--- config.mk ---
export PLATFORM = sky130hd
export DESIGN_NAME = sipft_ctrl
export DESIGN_NICKNAME = d
export VERILOG_FILES = /design/src/design/sipft_pkg.sv /design/src/design/sipft_ctrl.sv
export SDC_FILE = /design/constraint.sdc
export NUM_CORES = 1
export LEC_CHECK = 0
export ABC_AREA = 1
export BUFFER_PORTS_ARGS = -buffer_cell sky130_fd_sc_hd__buf_4
export CORE_MARGIN = 3
export CORE_UTILIZATION = 31
export DETAILED_ROUTE_END_ITERATION = 8
export PLACE_DENSITY = 0.58
export SLEW_MARGIN = 30
export SYNTH_ARGS = -nofsm -noshare
export SYNTH_HDL_FRONTEND = slang
export SYNTH_SLANG_ARGS = --single-unit
--- constraint.sdc ---
create_clock -name clk_i -period 1.6 [get_ports clk_i]
set_input_delay 0.4 -clock clk_i [delete_from_list [all_inputs] [get_ports clk_i]]
set_output_delay 0.4 -clock clk_i [all_outputs]
set_load 0.005 [all_outputs]
--- src/design/sipft_pkg.sv ---
// Shared types, constants and command/status bundles for the source IP filter table.
// Used by the controller, the datapath and the top level; no dependencies.
`default_nettype none

package sipft_pkg;

  // Table geometry
  localparam int MAX_RULES = 64;
  localparam int IDX_W     = $clog2(MAX_RULES);
  localparam int CNT_W     = $clog2(MAX_RULES + 1);

  // Field widths
  localparam int REQ_W  = 3;
  localparam int IP_W   = 32;
  localparam int ACT_W  = 8;
  localparam int HITS_W = 64;
  localparam int STS_W  = 3;

  // Stream payload widths (byte aligned)
  localparam int IN_FIELDS_W  = IP_W + ACT_W + IDX_W;
  localparam int IN_DATA_W    = ((IN_FIELDS_W + 7) / 8) * 8;
  localparam int OUT_FIELDS_W = STS_W + 1 + 1 + IDX_W + CNT_W + IP_W + 1 + HITS_W;
  localparam int OUT_DATA_W   = ((OUT_FIELDS_W + 7) / 8) * 8;

  typedef enum logic [REQ_W-1:0] {
    REQ_LOOKUP = 3'd0,
    REQ_ADD    = 3'd1,
    REQ_DELETE = 3'd2,
    REQ_CLEAR  = 3'd3,
    REQ_READ   = 3'd4
  } req_e;

  typedef enum logic [STS_W-1:0] {
    STS_OK         = 3'd0,
    STS_BAD_ACTION = 3'd1,
    STS_FULL       = 3'd2,
    STS_NOT_FOUND  = 3'd3,
    STS_RANGE      = 3'd4
  } sts_code_e;

  typedef enum logic [3:0] {
    ST_IDLE,
    ST_DISPATCH,
    ST_SCAN,
    ST_HIT,
    ST_MISS,
    ST_READ,
    ST_SH_RD,
    ST_SH_WR,
    ST_DONE
  } state_e;

  typedef enum logic [1:0] {
    RD_SCAN,
    RD_INDEX,
    RD_SHIFT
  } rd_sel_e;

  typedef enum logic [2:0] {
    WR_NONE,
    WR_BUMP,
    WR_ACTION,
    WR_APPEND,
    WR_SHIFT
  } wr_sel_e;

  typedef enum logic [1:0] {
    CNT_HOLD,
    CNT_CLEAR,
    CNT_INC,
    CNT_DEC
  } cnt_op_e;

  // One table entry as stored in the RAM
  typedef struct packed {
    logic [IP_W-1:0]   addr;
    logic              drop;
    logic [HITS_W-1:0] hits;
  } entry_t;

  // Result fields built up while a request is worked on
  typedef struct packed {
    sts_code_e         status;
    logic              verdict;
    logic              matched;
    logic [IDX_W-1:0]  match_index;
    logic [IP_W-1:0]   entry_src_ip;
    logic              entry_action;
    logic [HITS_W-1:0] entry_hits;
  } res_t;

  // Controller to datapath
  typedef struct packed {
    logic      accept;
    logic      scan;
    logic      capture;
    logic      rd_en;
    rd_sel_e   rd_sel;
    wr_sel_e   wr_sel;
    cnt_op_e   cnt_op;
    logic      set_status;
    sts_code_e status;
    logic      res_hit;
    logic      res_entry;
    logic      sh_init;
    logic      sh_inc;
    logic      push;
  } cmd_t;

  // Datapath to controller
  typedef struct packed {
    logic [REQ_W-1:0] req;
    logic             act_bad;
    logic             idx_bad;
    logic             full;
    logic             hit;
    logic             miss;
    logic             sh_more;
    logic             out_busy;
  } sts_t;

endpackage

`default_nettype wire

--- src/design/sipft_ctrl.sv ---
// Request sequencer for the source IP filter table.
// Depends on sipft_pkg; drives the datapath through cmd_t and reads sts_t.
`default_nettype none

module sipft_ctrl (
  input  wire logic            clk_i,
  input  wire logic            rst_ni,
  input  wire logic            req_valid_i,
  output      logic            req_ready_o,
  input  wire sipft_pkg::sts_t sts_i,
  output      sipft_pkg::cmd_t cmd_o
);

  import sipft_pkg::*;

  state_e state_q, state_d;

  assign req_ready_o = (state_q == ST_IDLE);

  // State register
  always_ff @(posedge clk_i or negedge rst_ni) begin
    if (!rst_ni) begin
      state_q <= ST_IDLE;
    end else begin
      state_q <= state_d;
    end
  end

  // Next state
  always_comb begin
    state_d = state_q;
    case (state_q)
      ST_IDLE: begin
        if (req_valid_i) begin
          state_d = ST_DISPATCH;
        end
      end
      ST_DISPATCH: begin
        case (sts_i.req)
          REQ_LOOKUP, REQ_DELETE: state_d = ST_SCAN;
          REQ_ADD:                state_d = sts_i.act_bad ? ST_DONE : ST_SCAN;
          REQ_READ:               state_d = sts_i.idx_bad ? ST_DONE : ST_READ;
          default:                state_d = ST_DONE;
        endcase
      end
      ST_SCAN: begin
        if (sts_i.hit) begin
          state_d = ST_HIT;
        end else if (sts_i.miss) begin
          state_d = ST_MISS;
        end
      end
      ST_HIT: begin
        state_d = (sts_i.req == REQ_DELETE) ? ST_SH_RD : ST_DONE;
      end
      ST_MISS:  state_d = ST_DONE;
      ST_READ:  state_d = ST_DONE;
      ST_SH_RD: state_d = sts_i.sh_more ? ST_SH_WR : ST_DONE;
      ST_SH_WR: state_d = ST_SH_RD;
      ST_DONE: begin
        if (!sts_i.out_busy) begin
          state_d = ST_IDLE;
        end
      end
      default: state_d = ST_IDLE;
    endcase
  end

  // Command outputs
  always_comb begin
    cmd_o            = '0;
    cmd_o.rd_sel     = RD_SCAN;
    cmd_o.wr_sel     = WR_NONE;
    cmd_o.cnt_op     = CNT_HOLD;
    cmd_o.status     = STS_OK;
    case (state_q)
      ST_IDLE: begin
        cmd_o.accept = req_valid_i;
      end
      ST_DISPATCH: begin
        case (sts_i.req)
          REQ_ADD: begin
            if (sts_i.act_bad) begin
              cmd_o.set_status = 1'b1;
              cmd_o.status     = STS_BAD_ACTION;
            end
          end
          REQ_CLEAR: begin
            cmd_o.cnt_op = CNT_CLEAR;
          end
          REQ_READ: begin
            if (sts_i.idx_bad) begin
              cmd_o.set_status = 1'b1;
              cmd_o.status     = STS_RANGE;
            end else begin
              cmd_o.rd_en  = 1'b1;
              cmd_o.rd_sel = RD_INDEX;
            end
          end
          default: ;
        endcase
      end
      ST_SCAN: begin
        cmd_o.scan    = 1'b1;
        cmd_o.capture = sts_i.hit;
      end
      ST_HIT: begin
        case (sts_i.req)
          REQ_LOOKUP: begin
            cmd_o.wr_sel  = WR_BUMP;
            cmd_o.res_hit = 1'b1;
          end
          REQ_ADD:    cmd_o.wr_sel  = WR_ACTION;
          REQ_DELETE: cmd_o.sh_init = 1'b1;
          default: ;
        endcase
      end
      ST_MISS: begin
        case (sts_i.req)
          REQ_ADD: begin
            if (sts_i.full) begin
              cmd_o.set_status = 1'b1;
              cmd_o.status     = STS_FULL;
            end else begin
              cmd_o.wr_sel = WR_APPEND;
              cmd_o.cnt_op = CNT_INC;
            end
          end
          REQ_DELETE: begin
            cmd_o.set_status = 1'b1;
            cmd_o.status     = STS_NOT_FOUND;
          end
          default: ;
        endcase
      end
      ST_READ: begin
        cmd_o.res_entry = 1'b1;
      end
      ST_SH_RD: begin
        if (sts_i.sh_more) begin
          cmd_o.rd_en  = 1'b1;
          cmd_o.rd_sel = RD_SHIFT;
        end else begin
          cmd_o.cnt_op = CNT_DEC;
        end
      end
      ST_SH_WR: begin
        cmd_o.wr_sel = WR_SHIFT;
        cmd_o.sh_inc = 1'b1;
      end
      ST_DONE: begin
        cmd_o.push = !sts_i.out_busy;
      end
      default: ;
    endcase
  end

endmodule

`default_nettype wire

==> results.sh, run 1 <==
export IMPL_status="complete, but fails checks"
export IMPL_violations="negative setup slack"
export IMPL_cts_tree="built"
export IMPL_hpwl_mm=1.44
export IMPL_drive_gt1_frac=0.554
export IMPL_crit_slowest_cell="dfrtp_2"
export IMPL_switchingPower_mw=0.573
export IMPL_fmax_ghz=0.568
export IMPL_pwr_share_comb=0.732
export IMPL_yosysSeqAreaShare=0.181
export IMPL_pin_count=34
export IMPL_ir_drop_mv=0.726
export IMPL_synth_top_area_frac=0.181
export IMPL_design_die_area_um2=2330
export IMPL_synth_seq_cells=4
export IMPL_power_frac_clock=0.099
export IMPL_worstMarginPinSlew_ns=0.253
export IMPL_arrival_ns=1.36
export IMPL_finalSetupTns_ns=-2.00
export IMPL_cts_max_path_buffers=2
export IMPL_via_per_inst=4.67
export IMPL_place_congestion=0.794
export IMPL_layout_setup_ws_ns=-0.160
export IMPL_maxCapViolations=0
export IMPL_row_count=14
export IMPL_grt_ovfl_total=0
export IMPL_startpoint_type="flip-flop"
export IMPL_path_buf_inv=2
export IMPL_grt_pass1_vias=690
export IMPL_coreArea_um2=1590
export IMPL_fin_crit_sh=1.10
export IMPL_cts_sinks=4
export IMPL_crit_fanout=8
export IMPL_p_int_mw=0.719
export IMPL_netlist_instances=102
export IMPL_vias=845
export IMPL_max_slew_margin=0.831
export IMPL_firstDrtPassIters=4
export IMPL_drtIter0Drc=14
export IMPL_nets=172
export IMPL_cts_buffers=3
export IMPL_clk_pin_slew_ns=0.04
export IMPL_syn_to_final_growth_pct=99.8
export IMPL_finalSetupViolations=19
export IMPL_syn_nets=115
export IMPL_hp_class="input port to asynchronous set/reset pin"
export IMPL_dpl_cell_area_um2=868
export IMPL_switching_share=0.443
export IMPL_top_register="state_q"
export IMPL_antenna_found_initial=0
export IMPL_fp_dieH_um=48.2
export IMPL_grt_pass1_wl_mm=2.80
export IMPL_power_density_nw_per_um2=1170
export IMPL_total_power_mw=1.29
export IMPL_fin_skew_ns=0.00564
export IMPL_synth_area_um2=553
export IMPL_drv_slew=0
export IMPL_drc=0
export IMPL_track_usage=0.167
export IMPL_path_cells="nand2_2 -> nor2_4 -> inv_2 -> o21ai_1 -> buf_4"
export IMPL_postSynthAreaPerCell_um2=5.42
export IMPL_grt_max_degree=9
export IMPL_cpPeakStageDelay_ns=0.50
export IMPL_synth_top_area_cell="dfrtp_1"
export IMPL_top_regs="state_q x4"
export IMPL_seqCellArea_um2=101
export IMPL_hold_ws_ns=0.490
export IMPL_critPathTopFamily="flip-flops"
export IMPL_endpoint_kind="output port"
export IMPL_largest_reg_flops=4
export IMPL_multi_input_area_um2=444
export IMPL_fill_cells=134
export IMPL_yosysWarnings=0
export IMPL_finalWirelength_mm=1.97
export IMPL_initial_core_util=0.347
export IMPL_leakagePower_nw=0.634
export IMPL_crit_type="flip-flop to output port"
export IMPL_final_cell_area_um2=1100
export IMPL_die_x_um=48.2
export IMPL_required_ns=1.20
export IMPL_h_tree_depth=1
export IMPL_seqPwrFrac=0.170
export IMPL_diodes=0
export IMPL_fin_crit_ns=1.76
export IMPL_io_buffers=33
export IMPL_ctsRootBufferMaster="clkbuf_4"
export IMPL_wire_per_inst_um=10.9
export IMPL_antenna_left=0
export IMPL_hold_viol=0
export IMPL_grt_setup_unrepaired="true"
export IMPL_synth_cell_types=19
export IMPL_insertion_delay_ns=0.24
export IMPL_synthTopCellsByArea="dfrtp_1 (18%), nand2_1 (16%), nor2_1 (15%)"
==> path summary, 6_finish.rpt <==
| kind | from | endpoint | slack [ns] | depth (start not counted) |
|---|---|---|---|---|
| max in group asynchronous | rst_ni | state_q[0] | 0.99 | 2 |
| hold / removal | rst_ni | state_q[3] | 0.49 | 2 |
| hold reg to reg | state_q[2] | state_q[3] | 0.74 | 3 |
| setup reg to reg | state_q[1] | state_q[1] | 0.15 | 10 |
| setup / recovery | state_q[0] | cmd_o[5] | -0.16 | 5 |
| min in group clk_i | sts_i[2] | state_q[1] | 0.50 | 4 |
==> metal layers <==
metal / global-route usage / vias up / wire length, µm
li1: - / 433 / -
met1: 0.223 / 391 / 897
met2: 0.286 / 19 / 983
met3: 0.0111 / 2 / 67
met4: 0.0484 / 0 / 17
met5: 0 / - / 0
==> power groups by stage <==
stage	Combinational (mW)	Sequential (mW)	Clock [mW]
2_1_floorplan	0.389	0.173	0
3_3_place_gp	0.592	0.204	0
3_5_place_dp	0.594	0.204	0
4_1_cts	0.815	0.212	0.130
5_1_grt	1.03	0.225	0.133
6_report	0.945	0.219	0.128
==> through the flow <==
stage,std cells,setup WS (ns),utilization
detailed placement,164,0.0180,0.545
global route,181,-0.254,0.693
finish,181,-0.160,0.693
CTS,176,-0.141,0.643
global placement,164,0.00966,0.545
floorplan,102,0.201,-
==> cell usage in the layout (no fill, tap or decap), types with 4 or more instances in the layout <==
master   instances
buf_4           44
buf_6            7
inv_1           10
inv_2            8
nand2_1         19
nand2_2          7
nand3_1         10
nor2_1          17
nor2_2           6
nor2_4           4
==> what timing repair did <==
| action | in CTS | in global routing |
|---|---|---|
| hold buffers | 1 | 0 |
| endpoints found under the hold margin | 4 | 0 |
| buffers inserted | 8 | 5 |
| resized for setup | 14 | 15 |
| setup endpoints to repair | 17 | 21 |
| cloned | 0 | 0 |
| pin swaps | 4 | 4 |
==> area by class of cell <==
type                       instances  share of cell area
timing repair buffer              53               0.398
clock buffer                       3              0.0204
multi-input combinational         79               0.402
inverter                          18              0.0612
sequential                         4              0.0917
tap                               24              0.0272
==> Yosys cell counts <==
| master | number |
|---|---|
| clkinv_1 | 1 |
| nand4_1 | 2 |
| o21ai_0 | 1 |
| nor2_4 | 2 |
| nor2_1 | 22 |
| inv_2 | 5 |
| buf_4 | 1 |
| dfrtp_1 | 4 |
| nand2_1 | 24 |
| inv_1 | 12 |
| nor3_1 | 1 |
| nor2_2 | 3 |
| o211ai_1 | 2 |
| nand3_1 | 12 |
| nand3b_1 | 2 |
| o21ai_1 | 3 |
| nand2_2 | 3 |
| o31ai_1 | 1 |
| nor3_2 | 1 |
==> kinds of logic (layout without fill, tap and decap cells) <==
| kind of cell | Yosys count | count (layout) | share of synthesized area |
|---|---|---|---|
| and+or+nand+nor | 72 | 72 | 0.606 |
| buffers and inverters | 19 | 74 | 0.136 |
| AOI/OAI and AO/OA | 7 | 7 | 0.0769 |
| DFF | 4 | 4 | 0.181 |
(Power assumes the default switching activity.)
==> run 2: changes to the inputs <==
--- a/config.mk
+++ b/config.mk
@@ -11,6 +11,7 @@
 export CORE_UTILIZATION = 31
 export DETAILED_ROUTE_END_ITERATION = 8
 export PLACE_DENSITY = 0.58
+export REMOVE_ABC_BUFFERS = 1
 export SLEW_MARGIN = 30
 export SYNTH_ARGS = -nofsm -noshare
 export SYNTH_HDL_FRONTEND = slang
==> results.sh, run 2 (synthesis gave the netlist of run 1 again) <==
export IMPL_fin_skew_ns=0.00438
export IMPL_ir_drop_mv=1.01
export IMPL_arrival_ns=1.36
export IMPL_antenna_found_initial=0
export IMPL_die_x_um=48.2
export IMPL_max_slew_margin=0.829
export IMPL_met2_usage=0.245
export IMPL_gr_max_usage_layer="met2"
export IMPL_leakagePower_nw=0.595
export IMPL_fin_crit_ns=1.76
export IMPL_h_tree_depth=1
export IMPL_pwr_share_comb=0.694
export IMPL_grtUsageMet3=0.0554
export IMPL_firstDrtPassIters=4
export IMPL_top_regs="state_q x4"
export IMPL_rr_endpoint="state_q[1]"
export IMPL_worstMarginPinSlew_ns=0.256
export IMPL_row_count=14
export IMPL_grt_max_degree=8
export IMPL_drv_slew=0
export IMPL_layout_commonest_cell="buf_4"
export IMPL_clk_pin_slew_ns=0.04
export IMPL_p_int_mw=0.618
export IMPL_seqPwrFrac=0.196
export IMPL_drive_gt1_frac=0.540
export IMPL_coreArea_um2=1590
export IMPL_hpwl_mm=1.44
export IMPL_maxCapViolations=0
export IMPL_top_register="state_q"
export IMPL_crit_slowest_cell="dfrtp_2"
export IMPL_switching_share=0.456
export IMPL_nets=165
export IMPL_wire_per_inst_um=10.7
export IMPL_via_per_inst=4.49
export IMPL_fmax_ghz=0.567
export IMPL_hp_class="input port to flip-flop"
export IMPL_grt_setup_unrepaired="true"
export IMPL_cts_max_path_buffers=2
export IMPL_switchingPower_mw=0.519
export IMPL_drc=0
export IMPL_grt_pass1_wl_mm=2.62
export IMPL_io_buffers=33
export IMPL_ctsRootBufferMaster="clkbuf_4"
export IMPL_finalWirelength_mm=1.87
export IMPL_cts_sinks=4
export IMPL_fill_cells=141
export IMPL_track_usage=0.160
export IMPL_syn_to_final_growth_pct=90.9
export IMPL_crit_type="flip-flop to output port"
export IMPL_r2r_start="state_q[1]"
export IMPL_endpoint_kind="output port"
export IMPL_layout_setup_ws_ns=-0.164
export IMPL_cts_tree="built"
export IMPL_power_frac_clock=0.110
export IMPL_hp_start="sts_i[2]"
export IMPL_final_cell_mix="buf_4 (40), nand2_1 (20), nor2_1 (19)"
export IMPL_hold_viol=0
export IMPL_status="complete, but fails checks"
export IMPL_min_to="state_q[1]"
export IMPL_diodes=0
export IMPL_path_cells="inv_2 -> nand2_4 -> nor3_4 -> nand2_2 -> o21ai_1 -> buf_4"
export IMPL_initial_core_util=0.347
export IMPL_drtIter0Drc=12
export IMPL_place_congestion=0.775
export IMPL_crit_fanout=5
export IMPL_dpl_worst_slack_ns=-0.0188
export IMPL_cts_buffers=3
export IMPL_power_density_nw_per_um2=1080
export IMPL_design_die_area_um2=2330
export IMPL_pin_count=34
export IMPL_cpPeakStageDelay_ns=0.44
export IMPL_vias=782
export IMPL_grt_ovfl_total=0
export IMPL_largest_reg_flops=4
export IMPL_total_power_mw=1.14
export IMPL_holdPathStages=4
export IMPL_violations="negative setup slack"
export IMPL_reg2reg_depth=7
export IMPL_fp_dieH_um=48.2
export IMPL_utilization=0.662
export IMPL_startpoint_type="flip-flop"
export IMPL_grt_use_met1=0.230
export IMPL_required_ns=1.20
export IMPL_finalSetupViolations=18
export IMPL_hold_ws_ns=0.474
export IMPL_r2r_slack_ns=0.35
export IMPL_insertion_delay_ns=0.24
export IMPL_antenna_left=0
export IMPL_fin_crit_sh=1.10
export IMPL_grt_pass1_vias=639
run 2: cell count changes in the layout (fill, tap and decap cells not counted), moves of 2 or more:
cell,before,now
buf_4,44,40
buf_6,7,3
dfrtp_1,3,0
dfrtp_2,1,4
nand2_2,7,5
nor2_1,17,19
nor2_4,4,2
run 2: what timing repair did:
| item | in CTS | in global routing |
|---|---|---|
| hold endpoints to repair | 4 | 0 |
| pin swaps | 6 | 6 |
| buffers inserted | 2 | 3 |
| resized for setup | 6 | 21 |
| endpoints found under the setup margin | 18 | 18 |
| hold buffers | 1 | 0 |
run 2: worst max path at each step:
stage,depth (start not counted),to,slack (ns),startpoint
floorplan,3,cmd_o[11],0.20,state_q[3]
global placement,7,cmd_o[11],-0.01,sts_i[8]
detailed placement,7,cmd_o[11],-0.02,sts_i[8]
CTS,6,cmd_o[11],-0.18,state_q[3]
global route,6,cmd_o[11],-0.23,state_q[3]
finish,6,cmd_o[12],-0.16,state_q[3]
run 2: critical path, delay by kind of cell (launching register included):
family	cells	cell delay, ns
AOI/OAI and AO/OA	1	0.09
buffers and inverters	2	0.24
DFF	1	0.44
and+or+nand+nor	3	0.36
run 2: layout make-up:
cell class | instances | area, µm² | area share
clock buffer | 3 | 22.5 | 0.0213
inverter | 18 | 70.1 | 0.0664
multi-input combinational | 79 | 444 | 0.421
sequential | 4 | 105 | 0.0995
tap | 24 | 30.0 | 0.0284
timing repair buffer | 46 | 384 | 0.364
run 2: stage by stage:
stage / cells / cell area (µm²) / setup TNS [ns]
CTS: 171 / 942 / -1.87
global placement: 165 / 876 / -0.0195
finish: 174 / 1060 / -1.58
global route: 174 / 1060 / -3.07
detailed placement: 165 / 876 / -0.0188
floorplan: 101 / 546 / 0
run 2: routing by layer:
layer,up-vias,part of all wire
li1,419,-
met1,348,0.49
met2,15,0.47
met3,0,0.036
met4,0,0
met5,-,0
run 2: power groups by stage:
| stage | logic [mW] | clock network, mW | registers (mW) |
|---|---|---|---|
| finish | 0.789 | 0.125 | 0.223 |
| detailed placement | 0.608 | 0 | 0.203 |
| floorplan | 0.346 | 0 | 0.198 |
| global placement | 0.607 | 0 | 0.203 |
| CTS | 0.631 | 0.131 | 0.215 |
| global route | 0.863 | 0.141 | 0.229 |
==> run 3: changes to the inputs <==
--- a/config.mk
+++ b/config.mk
@@ -5,12 +5,11 @@
 export SDC_FILE = /design/constraint.sdc
 export NUM_CORES = 1
 export LEC_CHECK = 0
-export ABC_AREA = 1
 export BUFFER_PORTS_ARGS = -buffer_cell sky130_fd_sc_hd__buf_4
 export CORE_MARGIN = 3
 export CORE_UTILIZATION = 31
 export DETAILED_ROUTE_END_ITERATION = 8
-export PLACE_DENSITY = 0.58
+export PLACE_DENSITY = 0.56
 export REMOVE_ABC_BUFFERS = 1
 export SLEW_MARGIN = 30
 export SYNTH_ARGS = -nofsm -noshare
==> results.sh, run 3 <==
export IMPL_status="complete, but fails checks"
export IMPL_violations="negative setup slack"
export IMPL_r2r_slack_ns=-0.17
export IMPL_grt_ovfl_total=0
export IMPL_layout_commonest_cell="buf_4"
export IMPL_antenna_left=0
export IMPL_ir_drop_mv=0.882
export IMPL_seqPwrFrac=0.184
export IMPL_grt_pass1_wl_mm=4.13
export IMPL_cts_max_path_buffers=2
export IMPL_grt_max_degree=12
export IMPL_synth_edff_count=0
export IMPL_row_count=15
export IMPL_via_per_inst=5.22
export IMPL_dpl_cell_area_um2=1070
export IMPL_track_usage=0.206
export IMPL_r2r_start="state_q[1]"
export IMPL_drv_slew=0
export IMPL_drc=0
export IMPL_synth_top_area_cell="dfrtp_1"
export IMPL_switching_share=0.425
export IMPL_wire_per_inst_um=15.6
export IMPL_yosysMostFrequentCell="nor2_1"
export IMPL_synth_area_um2=626
export IMPL_cts_tree="built"
export IMPL_fill_cells=148
export IMPL_finalSetupViolations=22
export IMPL_max_slew_margin=0.775
export IMPL_h_tree_depth=1
export IMPL_synth_cell_types=38
export IMPL_synth_ff_type="dfrtp_1"
export IMPL_total_power_mw=1.41
export IMPL_grt_setup_unrepaired="true"
export IMPL_synthTopCellsByArea="dfrtp_1 (16%), nor4b_4 (7.6%), nor2_1 (4.8%)"
export IMPL_fin_crit_ns=1.98
export IMPL_holdPathStages=3
export IMPL_final_cell_area_um2=1360
export IMPL_fin_crit_sh=1.24
export IMPL_p_int_mw=0.813
export IMPL_switchingPower_mw=0.601
export IMPL_fmax_ghz=0.505
export IMPL_vias=888
export IMPL_place_congestion=0.804
export IMPL_top_register="state_q"
export IMPL_ctsRootBufferMaster="clkbuf_4"
export IMPL_reg2reg_depth=7
export IMPL_top_regs="state_q x4"
export IMPL_hp_start="sts_i[0]"
export IMPL_antenna_found_initial=0
export IMPL_io_buffers=33
export IMPL_insertion_delay_ns=0.23
export IMPL_maxCapViolations=0
export IMPL_path_cells="buf_6 -> or4_4 -> nand2_2 -> buf_6"
export IMPL_fp_dieH_um=50.9
export IMPL_grt_pass1_vias=898
export IMPL_hold_ws_ns=0.459
export IMPL_endpoint_kind="output port"
export IMPL_startpoint_type="flip-flop"
export IMPL_fin_skew_ns=0.00105
export IMPL_power_frac_clock=0.084
export IMPL_hold_viol=0
export IMPL_syn_to_final_growth_pct=118
export IMPL_crit_fanout=6
export IMPL_cp_common_cell="buf_6"
export IMPL_hp_class="input port to flip-flop"
export IMPL_hpwl_mm=1.77
export IMPL_crit_type="flip-flop to output port"
export IMPL_drtIter0Drc=16
export IMPL_power_density_nw_per_um2=1040
export IMPL_required_ns=1.20
export IMPL_pwr_share_comb=0.732
export IMPL_design_die_area_um2=2590
export IMPL_clk_pin_slew_ns=0.03
export IMPL_nets=160
export IMPL_arrival_ns=1.58
export IMPL_postSynthAreaPerCell_um2=7.63
export IMPL_firstDrtPassIters=4
export IMPL_multi_input_area_um2=609
export IMPL_pin_count=34
export IMPL_min_to="state_q[3]"
export IMPL_yosysWarnings=0
export IMPL_coreArea_um2=1820
export IMPL_crit_slowest_cell="or4_4"
export IMPL_worstMarginPinSlew_ns=0.334
export IMPL_initial_core_util=0.344
export IMPL_layout_setup_ws_ns=-0.381
export IMPL_rr_endpoint="state_q[0]"
export IMPL_drive_gt1_frac=0.697
export IMPL_cpPeakStageDelay_ns=0.56
export IMPL_leakagePower_nw=0.628
export IMPL_async_reset_ff_frac=1.00
export IMPL_cts_buffers=3
export IMPL_largest_reg_flops=4
export IMPL_final_cell_mix="buf_4 (49), buf_6 (17), inv_1 (5)"
export IMPL_synthTopCellsByCount="nor2_1 (8), inv_1 (7)"
export IMPL_seqCellArea_um2=105
export IMPL_yosysSeqAreaShare=0.160
export IMPL_synth_top_area_frac=0.160
export IMPL_synth_seq_cells=4
export IMPL_netlist_instances=82
export IMPL_diodes=0
export IMPL_die_x_um=50.9
export IMPL_finalWirelength_mm=2.64
export IMPL_cts_sinks=4
==> run 3: cell count changes after synthesis, moves of 4 or more <==
cell	delta
nor2_1	-14
inv_2	-5
nand2_1	-20
inv_1	-5
nand3_1	-8
clkbuf_1	+4
a21oi_1	+4
==> run 3: critical path: cells and delay by family (launching register included) <==
kind                   cells  cell delay, ns
AND/OR/NAND/NOR            2            0.65
flip-flops                 1            0.47
buffers and inverters      2            0.23
==> run 3: metrics by stage <==
stage                     std cells   util  setup TNS, ns  worst slack [ns]
after floorplan                  75      -         -0.721            -0.140
after global placement          159  0.588          -1.59            -0.231
after detailed placement        159  0.588          -1.62            -0.241
after CTS                       169  0.691          -4.99            -0.370
after global routing            170  0.749          -7.13            -0.477
final                           170  0.749          -5.54            -0.381
==> run 3: routing by layer <==
metal  track usage  vias to the layer above  part of all wire
li1              -                      438                 -
met1         0.269                      424              0.42
met2         0.361                       24              0.54
met3       0.00875                        2             0.037
met4        0.0673                        0            0.0034
met5             0                        -                 0
==> run 3: cell families after synthesis <==
family | count (synthesis) | share of synthesized area
AND/OR/NAND/NOR | 46 | 0.544
flip-flops | 4 | 0.160
buffers and inverters | 14 | 0.0900
AO/OA/AOI/OAI | 18 | 0.206
==> run 3: what timing repair did <==
item                       CTS  global route
resized for setup           26            27
buffers inserted             6             5
hold buffers                 1             0
setup endpoints to repair   22            24
pin swaps                   12            11
hold endpoints to repair     4             0
==> run 3: final cells by class <==
class / instances / area share
multi-input combinational: 64 / 0.447
timing repair buffer: 67 / 0.417
sequential: 4 / 0.0771
tap: 25 / 0.0229
inverter: 7 / 0.0193
clock buffer: 3 / 0.0165
==> run 3: worst max path at each step <==
| stage | from | end | cells past startpoint |
|---|---|---|---|
| after CTS | state_q[0] | cmd_o[8] | 4 |
| after global placement | state_q[3] | cmd_o[8] | 4 |
| final | state_q[0] | cmd_o[16] | 4 |
| after global routing | state_q[1] | cmd_o[8] | 5 |
| after floorplan | state_q[3] | cmd_o[8] | 3 |
| after detailed placement | state_q[3] | cmd_o[8] | 4 |
==> run 3: power groups by stage <==
stage	logic (mW)	clock network (mW)	registers (mW)
CTS	0.947	0.127	0.238
floorplan	0.287	0	0.261
global placement	0.757	0	0.212
detailed placement	0.761	0	0.211
finish	1.03	0.119	0.260
global route	1.10	0.133	0.269
